### config.mk
export PLATFORM = sky130hd
export DESIGN_NAME = rmq_fifo
export DESIGN_NICKNAME = d
export VERILOG_FILES = /design/src/rtl/rmq_pkg.sv /design/src/rtl/rmq_fifo.sv
export SDC_FILE = /design/constraint.sdc
export NUM_CORES = 1
export LEC_CHECK = 0
export BUFFER_PORTS_ARGS = -buffer_cell sky130_fd_sc_hd__buf_2
export CAP_MARGIN = 15
export CORE_MARGIN = 2
export CORE_UTILIZATION = 35
export CTS_CLUSTER_DIAMETER = 30
export DETAILED_ROUTE_END_ITERATION = 7
export PLACE_DENSITY_LB_ADDON = 0.15
export SLEW_MARGIN = 30
export SYNTH_ARGS = -nofsm -noshare
export SYNTH_HDL_FRONTEND = slang
export SYNTH_SLANG_ARGS = --single-unit
### constraint.sdc
create_clock -name aclk -period 3.05 [get_ports aclk]
set_input_delay 0.305 -clock aclk [delete_from_list [all_inputs] [get_ports aclk]]
set_output_delay 0.305 -clock aclk [all_outputs]
set_load 0.01 [all_outputs]
### src/rtl/rmq_pkg.sv
// Shared types and constants of the rotation-matrix to quaternion converter.
// Used by every module of the block; depends on nothing.
package rmq_pkg;

    localparam int FRAC_BITS = 14;
    localparam int IN_W      = 16;
    localparam int OUT_W     = 16;
    localparam int SUM_W     = IN_W + 2;
    localparam int MAG_W     = IN_W + 1;
    localparam int RAD_W     = (FRAC_BITS + 2 > SUM_W) ? FRAC_BITS + 2 : SUM_W;
    localparam int SQ_W      = ((RAD_W + FRAC_BITS + 1) / 2) * 2;
    localparam int RT_W      = SQ_W / 2;
    localparam int RM_W      = RT_W + 3;
    localparam int QB        = OUT_W + 1;
    localparam int DV_W      = MAG_W + FRAC_BITS;
    localparam int DIV_W     = (DV_W > RT_W + 1 + QB) ? DV_W : RT_W + 1 + QB;
    localparam int FIFO_AW   = 2;
    localparam int FIFO_DEPTH = 1 << FIFO_AW;
    localparam int OUT_MAX   = (1 << (OUT_W - 1)) - 1;

    typedef enum logic [1:0] {
        COMP_X = 2'd0,
        COMP_Y = 2'd1,
        COMP_Z = 2'd2,
        COMP_W = 2'd3
    } comp_t;

    // Numerators of the four components; the root component's slot is zero
    typedef struct packed {
        comp_t                 root;
        logic [3:0]            neg;
        logic [3:0][MAG_W-1:0] mag;
    } rmq_num_t;

    typedef struct packed {
        rmq_num_t         num;
        logic [RAD_W-1:0] rad;
    } rmq_item_t;

endpackage

### src/rtl/rmq_fifo.sv
// Short show-ahead queue between front end and arithmetic back end.
// Depends on rmq_pkg.
module rmq_fifo (
    input  logic               aclk,
    input  logic               aresetn,
    input  logic               push,
    input  rmq_pkg::rmq_item_t push_item,
    input  logic               pop,
    output logic               full,
    output logic               empty,
    output rmq_pkg::rmq_item_t head
);
    import rmq_pkg::*;

    rmq_item_t            mem_reg [FIFO_DEPTH];
    logic [FIFO_AW-1:0]   wr_ptr_reg, rd_ptr_reg;
    logic [FIFO_AW:0]     count_reg;

    assign full  = (count_reg == (FIFO_AW+1)'(FIFO_DEPTH));
    assign empty = (count_reg == '0);
    assign head  = mem_reg[rd_ptr_reg];

    always_ff @(posedge aclk) begin
        if (!aresetn) begin
            wr_ptr_reg <= '0;
            rd_ptr_reg <= '0;
            count_reg  <= '0;
        end else begin
            if (push) wr_ptr_reg <= wr_ptr_reg + 1'b1;
            if (pop)  rd_ptr_reg <= rd_ptr_reg + 1'b1;
            if (push && !pop) begin
                count_reg <= count_reg + 1'b1;
            end else if (pop && !push) begin
                count_reg <= count_reg - 1'b1;
            end
        end
    end

    always_ff @(posedge aclk) begin
        if (push) begin
            mem_reg[wr_ptr_reg] <= push_item;
        end
    end

endmodule

==> results of run 1 <==
==> stage by stage <==
stage	setup WS [ns]	util
2_1_floorplan	0.931	-
3_3_place_gp	0.882	0.398
3_5_place_dp	0.868	0.398
4_1_cts	0.236	0.491
5_1_grt	0.200	0.491
6_report	0.377	0.491
==> worst paths after layout <==
check / from / end / slack, ns / cells after the start
max: flop / head[21] / 0.38 / 3
min: aresetn / flop / 0.06 / 2
max reg2reg: wr_ptr_reg[0] / mem_reg[2][33] / 1.10 / 4
min reg2reg: count_reg[2] / count_reg[2] / 0.56 / 2
==> cells by family (layout without fill, tap and decap cells) <==
kind of cell    count (synthesis)  in the layout  share of synthesized area
compound gates                  2              2                   0.000912
xor+xnor                        5              5                    0.00319
fa+ha+maj                       6              6                    0.00602
buf+inv                        24            443                     0.0123
flops                         377            377                      0.818
mux                            94             94                      0.152
other cells                     0              2                          0
simple gates                   15             15                    0.00666
==> worst reg2reg max path: stages (launching register included) <==
cell and delay [ns]:
dfxtp_1 0.34, inv_1 0.10, ha_1 0.15, and2_4 0.53
buf_4 0.48
==> area by class of cell <==
class | instances | share of cell area
timing repair buffer | 296 | 0.109
sequential | 377 | 0.592
multi-input combinational | 122 | 0.123
antenna | 2 | 0.000264
tap | 518 | 0.0341
inverter | 4 | 0.000791
clock buffer | 87 | 0.105
clock inverter | 56 | 0.0366
==> placed cells by master (no fill, tap or decap), drive strengths merged, types with 2 or more instances in the layout <==
cell	synthesis	routed
diode	0	2
xor2	3	3
xnor2	2	2
and2	9	9
nor2b	2	2
clkinvlp	0	6
dfxtp	9	9
edfxtp	368	368
mux4	92	92
dlygate4sd3	0	92
mux2i	2	2
clkinv	0	28
ha	5	5
clkbuf	2	87
bufinv	0	11
inv	4	15
buf	18	204
==> metal layers <==
metal	vias up	wire length, um	GRT usage
met2	189	15000	0.249
met5	-	0	0
li1	3003	-	-
met4	0	665	0.0638
met1	3564	12200	0.179
met3	50	1690	0.0463
==> power breakdown <==
part / leakage, nW / internal (W) / total, W / switching [W]
clock: 1.30 / 0.00568 / 0.00842 / 0.00274
combinational: 1.87 / 0.000585 / 0.00119 / 0.000605
sequential: 3.46 / 0.00597 / 0.00606 / 0.0000907
==> results.py, run 1 <==
metrics = {
    "layout": {
        "fillers": 3149,
        "multi_input_area_sq_mm": 0.00233,
        "nets": 980,
        "fin_area_sq_mm": 0.0190,
        "layout.cells.non_filler": 1462,
        "ff_latch_area_sq_mm": 0.0112,
        "largest_reg_flops": 368,
        "drive_gt1_frac": 0.459,
        "flow.area_growth_from_synthesis_pct": 38.4,
    },
    "synth": {
        "syn_area_sq_mm": 0.0137,
        "netlist_top_cells_count": "368 x edfxtp_1, 92 x mux4_2",
        "syn_inst": 523,
        "yosys_register_bits": 377,
        "ys_warn_count": 0,
        "ys_async_sr_fraction": 0,
        "synth_cell_types": 20,
        "synthTopCellsByArea": "edfxtp_1 81%, mux4_2 15%, dfxtp_1 1.3%, buf_6 0.74%, ha_1 0.46%",
        "synth_edf_count": 368,
        "syn_nets": 625,
        "synthFlopType": "edfxtp_1",
        "synth_top_area_frac": 0.805,
        "synthMostInstantiatedCell": "edfxtp_1",
        "yosys.area.top_type": "edfxtp_1",
        "syn_area_per_cell_sq_um": 26.2,
        "yosysSeqAreaShare": 0.818,
    },
    "status": {
        "status": "completed",
    },
    "routing": {
        "vias_per_cell": 4.66,
        "drt_iter0_drc": 287,
        "ant_nets": 0,
        "wl_per_cell_um": 20.2,
        "drc_errors": 0,
        "routed_wl_mm": 29.5,
        "first_pass_iters": 4,
        "vias": 6806,
    },
    "floorplanning": {
        "core.rowCount": 72,
        "die_x_um": 202,
        "pin_count": 190,
        "start_util": 0.355,
        "coreArea_sq_mm": 0.0386,
        "die_y_um": 202,
        "dieArea_sq_mm": 0.0408,
    },
    "clock_network": {
        "clockBufferDepth": 3,
        "clk_pin_slew_ns": 0.05,
        "clkSinkCount": 377,
        "worstSkewPairLatency_ns": 0.59,
        "ctsHoldBuffers": 92,
        "htreeDepth": 3,
        "post_cts_buffers": 0,
        "cts_tree": "done",
        "cts_buffers": 77,
        "cts_root_buf": "clkbuf_16",
        "cts_resized": 0,
    },
    "critical_path": {
        "crit_slowest_cell": "dfxtp_4",
        "cp_cell_sequence": "buf_4, mux4_2, buf_2",
        "worstPathRequired_ns": 2.74,
        "crit_family": "flip-flops",
        "cp-end-kind": "output pin",
        "cp.arrival_ns": 2.37,
        "cp_max_fo": 22,
        "start_kind": "flop",
        "worstSetupPathType": "flop to output pin",
        "path_buf_inv": 2,
        "max_stage_delay_ns": 0.67,
    },
    "power_and_ir_drop": {
        "p_leak_nw": 6.62,
        "p_per_area_mw_per_mm2": 825,
        "vdd_drop_max_mv": 0.643,
        "p_total_w": 0.0157,
    },
    "job": {
        "drv_cap": 0,
    },
    "global_route": {
        "grtUsageTotal": 0.149,
        "gr-total-overflow": 0,
        "grt_pass1_wl_mm": 45.7,
        "grt_pass1_vias": 7976,
        "grt_max_degree": 58,
        "grt_antenna_before_repair": 2,
    },
    "sta": {
        "tns_ns": 0,
        "hold_ws_ns": 0.0584,
        "rsz0062_at_grt": "false",
        "maxSlewHeadroom": 0.601,
        "skew_ns": 0.0230,
        "fin_crit_sh": 0.876,
        "hold_violations": 0,
        "fin_crit_ns": 2.67,
        "max_freq_mhz": 374,
        "setup_viol": 0,
        "tightest_slew_ns": 0.598,
        "slew_violations": 0,
    },
    "placement": {
        "gp_congestion": 0.704,
        "dp.cells": 1225,
        "portBuffers": 189,
        "hpwl_mm": 17.2,
        "place_area_sq_mm": 0.0154,
    },
    "worst_hold_path": {
        "worst_hold_path_type": "input port to flop",
    },
}
(Power assumes the default switching activity.)
==> run 2: changes to the inputs <==
--- a/config.mk
+++ b/config.mk
@@ -5,12 +5,14 @@
 export SDC_FILE = /design/constraint.sdc
 export NUM_CORES = 1
 export LEC_CHECK = 0
+export ABC_AREA = 1
 export BUFFER_PORTS_ARGS = -buffer_cell sky130_fd_sc_hd__buf_2
 export CAP_MARGIN = 15
 export CORE_MARGIN = 2
 export CORE_UTILIZATION = 35
 export CTS_CLUSTER_DIAMETER = 30
 export DETAILED_ROUTE_END_ITERATION = 7
+export HOLD_SLACK_MARGIN = 0.12
 export PLACE_DENSITY_LB_ADDON = 0.15
 export SLEW_MARGIN = 30
 export SYNTH_ARGS = -nofsm -noshare
==> run 2 against run 1 <==
Count of clock-buffer cells in the layout increased by 13; worst setup slack better by 0.11 ns; non-clock buffer count rose by 5; via count increased by 32%; fmax rose by 4.5%; clock power increased by 16%; clock skew down 0.0032 ns; first-iteration DRC count increased by 48%; power is 7.6% higher; area after synthesis up 2.6%; largest power group unchanged; highest routed layer unchanged.
==> results.py, run 2 <==
metrics = {
    "status": {
        "status": "completed",
    },
    "critical_path": {
        "cp-end-kind": "output pin",
        "max_stage_delay_ns": 0.56,
        "crit_slowest_cell": "buf_12",
        "cp_max_fo": 184,
        "cp_cell_sequence": "buf_12, o21ai_0, o22ai_1, buf_2",
        "crit_family": "buffers and inverters",
        "start_kind": "flop",
        "worstSetupPathType": "flop to output pin",
        "path_buf_inv": 2,
        "worstPathRequired_ns": 2.74,
        "cp.arrival_ns": 2.25,
    },
    "floorplanning": {
        "start_util": 0.354,
        "core.rowCount": 73,
        "coreArea_sq_mm": 0.0397,
        "die_x_um": 205,
        "dieArea_sq_mm": 0.0418,
        "die_y_um": 205,
        "pin_count": 190,
    },
    "power_and_ir_drop": {
        "vdd_drop_max_mv": 0.474,
        "p_leak_nw": 7.11,
        "p_per_area_mw_per_mm2": 858,
    },
    "placement": {
        "portBuffers": 189,
        "hpwl_mm": 17.1,
        "gp_congestion": 0.699,
    },
    "sta": {
        "tns_ns": 0,
        "hold_ws_ns": 0.446,
        "rsz0062_at_grt": "false",
        "fin_crit_sh": 0.839,
        "fin_crit_ns": 2.56,
        "hold_violations": 0,
        "skew_ns": 0.0199,
        "maxSlewHeadroom": 0.457,
        "slew_violations": 0,
        "max_freq_mhz": 391,
        "tightest_slew_ns": 0.815,
        "setup_viol": 0,
    },
    "global_route": {
        "grtUsageTotal": 0.160,
        "grt_pass1_wl_mm": 51.6,
        "grt_pass1_vias": 9275,
        "grt_antenna_before_repair": 2,
        "gr-total-overflow": 0,
        "grt_max_degree": 185,
    },
    "synth": {
        "yosysSeqAreaShare": 0.798,
        "yosys.area.top_type": "edfxtp_1",
        "syn_inst": 948,
        "syn_area_sq_mm": 0.0141,
        "ys_warn_count": 0,
        "ys_async_sr_fraction": 0,
        "yosys_register_bits": 377,
        "syn_nets": 1050,
        "synthMostInstantiatedCell": "edfxtp_1",
        "syn_area_per_cell_sq_um": 14.8,
        "synthFlopType": "edfxtp_1",
        "synthTopCellsByArea": "edfxtp_1 79%, nor2_1 5.0%, o21ai_0 4.3%, o22ai_1 4.1%, o21ai_1 2.5%",
        "synth_cell_types": 20,
        "synth_top_area_frac": 0.785,
        "synth_edf_count": 368,
        "netlist_top_cells_count": "368 x edfxtp_1, 189 x nor2_1, 120 x o21ai_0, 92 x o22ai_1, 70 x o21ai_1",
    },
    "clock_network": {
        "clkSinkCount": 377,
        "clockBufferDepth": 3,
        "post_cts_buffers": 0,
        "cts_root_buf": "clkbuf_16",
        "cts_resized": 0,
        "worstSkewPairLatency_ns": 0.60,
        "ctsHoldBuffers": 95,
        "clk_pin_slew_ns": 0.04,
        "cts_buffers": 87,
        "htreeDepth": 3,
        "cts_tree": "done",
    },
    "layout": {
        "most-common-layout-cells": "368 x edfxtp_1, 189 x nor2_1, 189 x buf_2",
        "drive_gt1_frac": 0.261,
        "nets": 1380,
        "fin_util": 0.495,
        "flow.area_growth_from_synthesis_pct": 39.6,
        "fillers": 3462,
        "largest_reg_flops": 368,
        "layout_commonest_cell": "edfxtp_1",
    },
    "routing": {
        "vias_per_cell": 4.79,
        "first_pass_iters": 4,
        "vias": 8982,
        "drc_errors": 0,
        "ant_nets": 0,
        "drt_iter0_drc": 426,
        "wl_per_cell_um": 17.7,
        "routed_wl_mm": 33.2,
    },
    "worst_hold_path": {
        "worst_hold_path_type": "flop to flop",
    },
    "job": {
        "drv_cap": 0,
    },
}
## run 2: layout make-up
cell class | instances | area [sq um] | share of cell area
flip-flops and latches | 377 | 11200 | 0.572
diodes | 2 | 5.00 | 0.000255
well taps | 525 | 657 | 0.0334
inverters | 17 | 78.8 | 0.00401
clock inverters | 61 | 870 | 0.0442
repair buffers | 301 | 2140 | 0.109
clock buffers | 100 | 2280 | 0.116
multi-input cells | 494 | 2390 | 0.122
## run 2: power breakdown
group	leakage, nW	total, W	switching [W]	internal, W
Clock	1.51	0.00974	0.00287	0.00686
Sequential	3.46	0.00599	0.0000494	0.00594
Combinational	2.15	0.00114	0.000719	0.000422
Total	7.11	0.0169	0.00364	0.0132
## run 2: per-layer routing
metal  wire, um  GRT usage
met5          0          0
met4        697     0.0590
met3       1850     0.0498
met2      15700      0.258
met1      14900      0.204
## run 2: path summary, 6_finish.rpt
kind              cells after the start           from             end  slack (ns)
hold reg to reg                       1  rd_ptr_reg[1]            flop        0.45
setup reg to reg                      5  wr_ptr_reg[0]  mem_reg[2][32]        1.21
setup / recovery                      4           flop        head[38]        0.49
hold / removal                        1  rd_ptr_reg[1]            flop        0.45
## run 2: kinds of logic after synthesis
logic type                 count (synthesis)  synth area share
AOI/OAI and AO/OA                        286             0.110
buffers and inverters                     77            0.0321
adders and majority gates                  6           0.00587
DFF                                      377             0.798
and+or+nand+nor                          202            0.0543
## run 2: through the flow
step | total power, W | area (sq um) | setup WS, ns | instances
3_5_place_dp | 0.00714 | 15600 | 1.08 | 1619
5_1_grt | 0.0175 | 19700 | 0.314 | 1876
3_3_place_gp | 0.00713 | 15600 | 1.11 | 1619
4_1_cts | 0.0171 | 19600 | 0.429 | 1875
6_report | 0.0169 | 19700 | 0.491 | 1877
2_1_floorplan | 0.00667 | 14100 | 0.238 | 948
==> run 3: changes to the inputs <==
--- a/config.mk
+++ b/config.mk
@@ -5,7 +5,7 @@
 export SDC_FILE = /design/constraint.sdc
 export NUM_CORES = 1
 export LEC_CHECK = 0
-export ABC_AREA = 1
+export ABC_AREA = 0
 export BUFFER_PORTS_ARGS = -buffer_cell sky130_fd_sc_hd__buf_2
 export CAP_MARGIN = 15
 export CORE_MARGIN = 2
==> constraint.sdc (replaced) <==
create_clock -name aclk -period 2.42 [get_ports aclk]
set_input_delay 0.242 -clock aclk [delete_from_list [all_inputs] [get_ports aclk]]
set_output_delay 0.242 -clock aclk [all_outputs]
set_load 0.01 [all_outputs]
==> run 3 against run 2 <==
Non-clock buffer count fell by 1; clock skew fell by 0.0049 ns; largest power group unchanged; worst setup slack got worse by 0.43 ns; die area fell by 2.5%; highest routed layer is now met5.
==> results.py, run 3 (same netlist as run 1, synthesis figures left out) <==
metrics = {
    "status": {
        "status": "completed",
    },
    "floorplanning": {
        "pin_count": 190,
        "die_x_um": 202,
        "core.rowCount": 72,
        "die_y_um": 202,
        "coreArea_sq_mm": 0.0386,
        "dieArea_sq_mm": 0.0408,
        "start_util": 0.355,
    },
    "layout": {
        "largest_reg_flops": 368,
        "nets": 987,
        "multi_input_area_sq_mm": 0.00233,
        "fillers": 3142,
        "ff_latch_area_sq_mm": 0.0112,
        "flow.area_growth_from_synthesis_pct": 39.9,
        "most-common-layout-cells": "368 x edfxtp_1, 189 x buf_2, 96 x dlygate4sd3_1",
        "layout_commonest_cell": "edfxtp_1",
        "drive_gt1_frac": 0.453,
        "fin_util": 0.497,
        "layout.cells.non_filler": 1470,
    },
    "critical_path": {
        "cp_cell_sequence": "bufbuf_16, mux4_2, buf_2",
        "worstPathRequired_ns": 2.18,
        "path_depth": 3,
        "crit_family": "buffers and inverters",
        "reg2reg_depth": 4,
        "max_stage_delay_ns": 0.56,
        "path_buf_inv": 2,
        "cp-endpoint": "head[51]",
        "worstSetupPathType": "flop to output pin",
        "timing.rr.end": "mem_reg[0][33]",
        "cp.arrival_ns": 2.11,
        "r2r-start": "wr_ptr_reg[0]",
        "cp_max_fo": 27,
        "crit_slowest_cell": "mux4_2",
        "worst-r2r-setup-slack_ns": 0.69,
        "cp-end-kind": "output pin",
        "start_kind": "flop",
    },
    "placement": {
        "dp.cells": 1224,
        "portBuffers": 189,
        "gp_congestion": 0.707,
        "hpwl_mm": 16.5,
    },
    "clock_network": {
        "post_cts_buffers": 0,
        "clockBufferDepth": 3,
        "cts_root_buf": "clkbuf_16",
        "cts_tree": "done",
        "htreeDepth": 3,
        "worstSkewPairLatency_ns": 0.58,
        "clkSinkCount": 377,
        "cts_buffers": 80,
        "clk_pin_slew_ns": 0.04,
    },
    "global_route": {
        "grt_antenna_before_repair": 2,
        "grt_pass1_wl_mm": 45.1,
        "grt_max_degree": 53,
        "grtUsageTotal": 0.147,
        "gr-total-overflow": 0,
        "grt_pass1_vias": 7852,
    },
    "power_and_ir_drop": {
        "vdd_drop_max_mv": 0.887,
        "p_total_w": 0.0201,
        "p_leak_nw": 6.70,
        "p_per_area_mw_per_mm2": 1050,
    },
    "worst_hold_path": {
        "min_from": "push_item[43]",
        "worst_hold_path_type": "input port to flop",
        "holdPathStages": 2,
    },
    "routing": {
        "vias": 6809,
        "ant_nets": 0,
        "first_pass_iters": 4,
        "drt_iter0_drc": 306,
        "vias_per_cell": 4.63,
        "routed_wl_mm": 29.2,
        "drc_errors": 0,
        "wl_per_cell_um": 19.8,
    },
    "sta": {
        "maxSlewHeadroom": 0.658,
        "max_freq_mhz": 425,
        "fin_crit_ns": 2.36,
        "slew_violations": 0,
        "hold_ws_ns": 0.414,
        "rsz0062_at_grt": "true",
        "hold_violations": 0,
        "tightest_slew_ns": 0.513,
        "tns_ns": 0,
        "skew_ns": 0.0150,
        "fin_crit_sh": 0.973,
        "setup_viol": 0,
    },
    "job": {
        "drv_cap": 0,
    },
}
run 3: changes by cell type in the layout (fill, tap and decap cells not counted), sizes merged, moves of 8 or more:
cell    delta
o21ai    -189
clkinv     -9
nor2     -189
nand2      -8
clkbuf     -8
o22ai     -92
and2       +9
mux4      +92
run 3: through the flow:
step | cell area (sq um) | setup slack, ns
final | 19200 | 0.0646
after global routing | 19200 | -0.0287
after CTS | 19200 | -0.0161
after detailed placement | 15400 | 0.568
after global placement | 15400 | 0.574
after floorplan | 13700 | 0.301
run 3: worst min path at each step:
stage	endpoint
after floorplan	mem_reg[0][0]
after global routing	mem_reg[0][2]
after CTS	mem_reg[0][34]
after global placement	mem_reg[2][42]
after detailed placement	mem_reg[2][18]
final	mem_reg[1][43]
run 3: per-layer routing:
metal	up-vias	global-route usage	routed length [um]
li1	3021	-	-
met2	203	0.246	14700
met3	51	0.0440	1870
met4	2	0.0628	646
met1	3532	0.178	11900
met5	-	0	13
run 3: power breakdown:
part / internal [W] / switching, W / total, W
Combinational: 0.000770 / 0.000801 / 0.00157
Clock: 0.00742 / 0.00347 / 0.0109
Sequential: 0.00752 / 0.0000786 / 0.00760
run 3: area by class of cell:
| cell class | instances | area share |
|---|---|---|
| Clock inverter | 56 | 0.0347 |
| Timing Repair Buffer | 300 | 0.115 |
| Multi-Input combinational cell | 122 | 0.122 |
| Clock buffer | 92 | 0.109 |
| Inverter | 4 | 0.000782 |
| Antenna cell | 1 | 0.000130 |
| Tap cell | 518 | 0.0338 |
| Sequential cell | 377 | 0.586 |
run 3: repair_timing:
item,CTS,global route
gates resized for setup,1,0
endpoints found under the hold margin,377,0
gates cloned,1,0
hold buffers,96,0
endpoints found under the setup margin,30,12
pin swaps,0,0
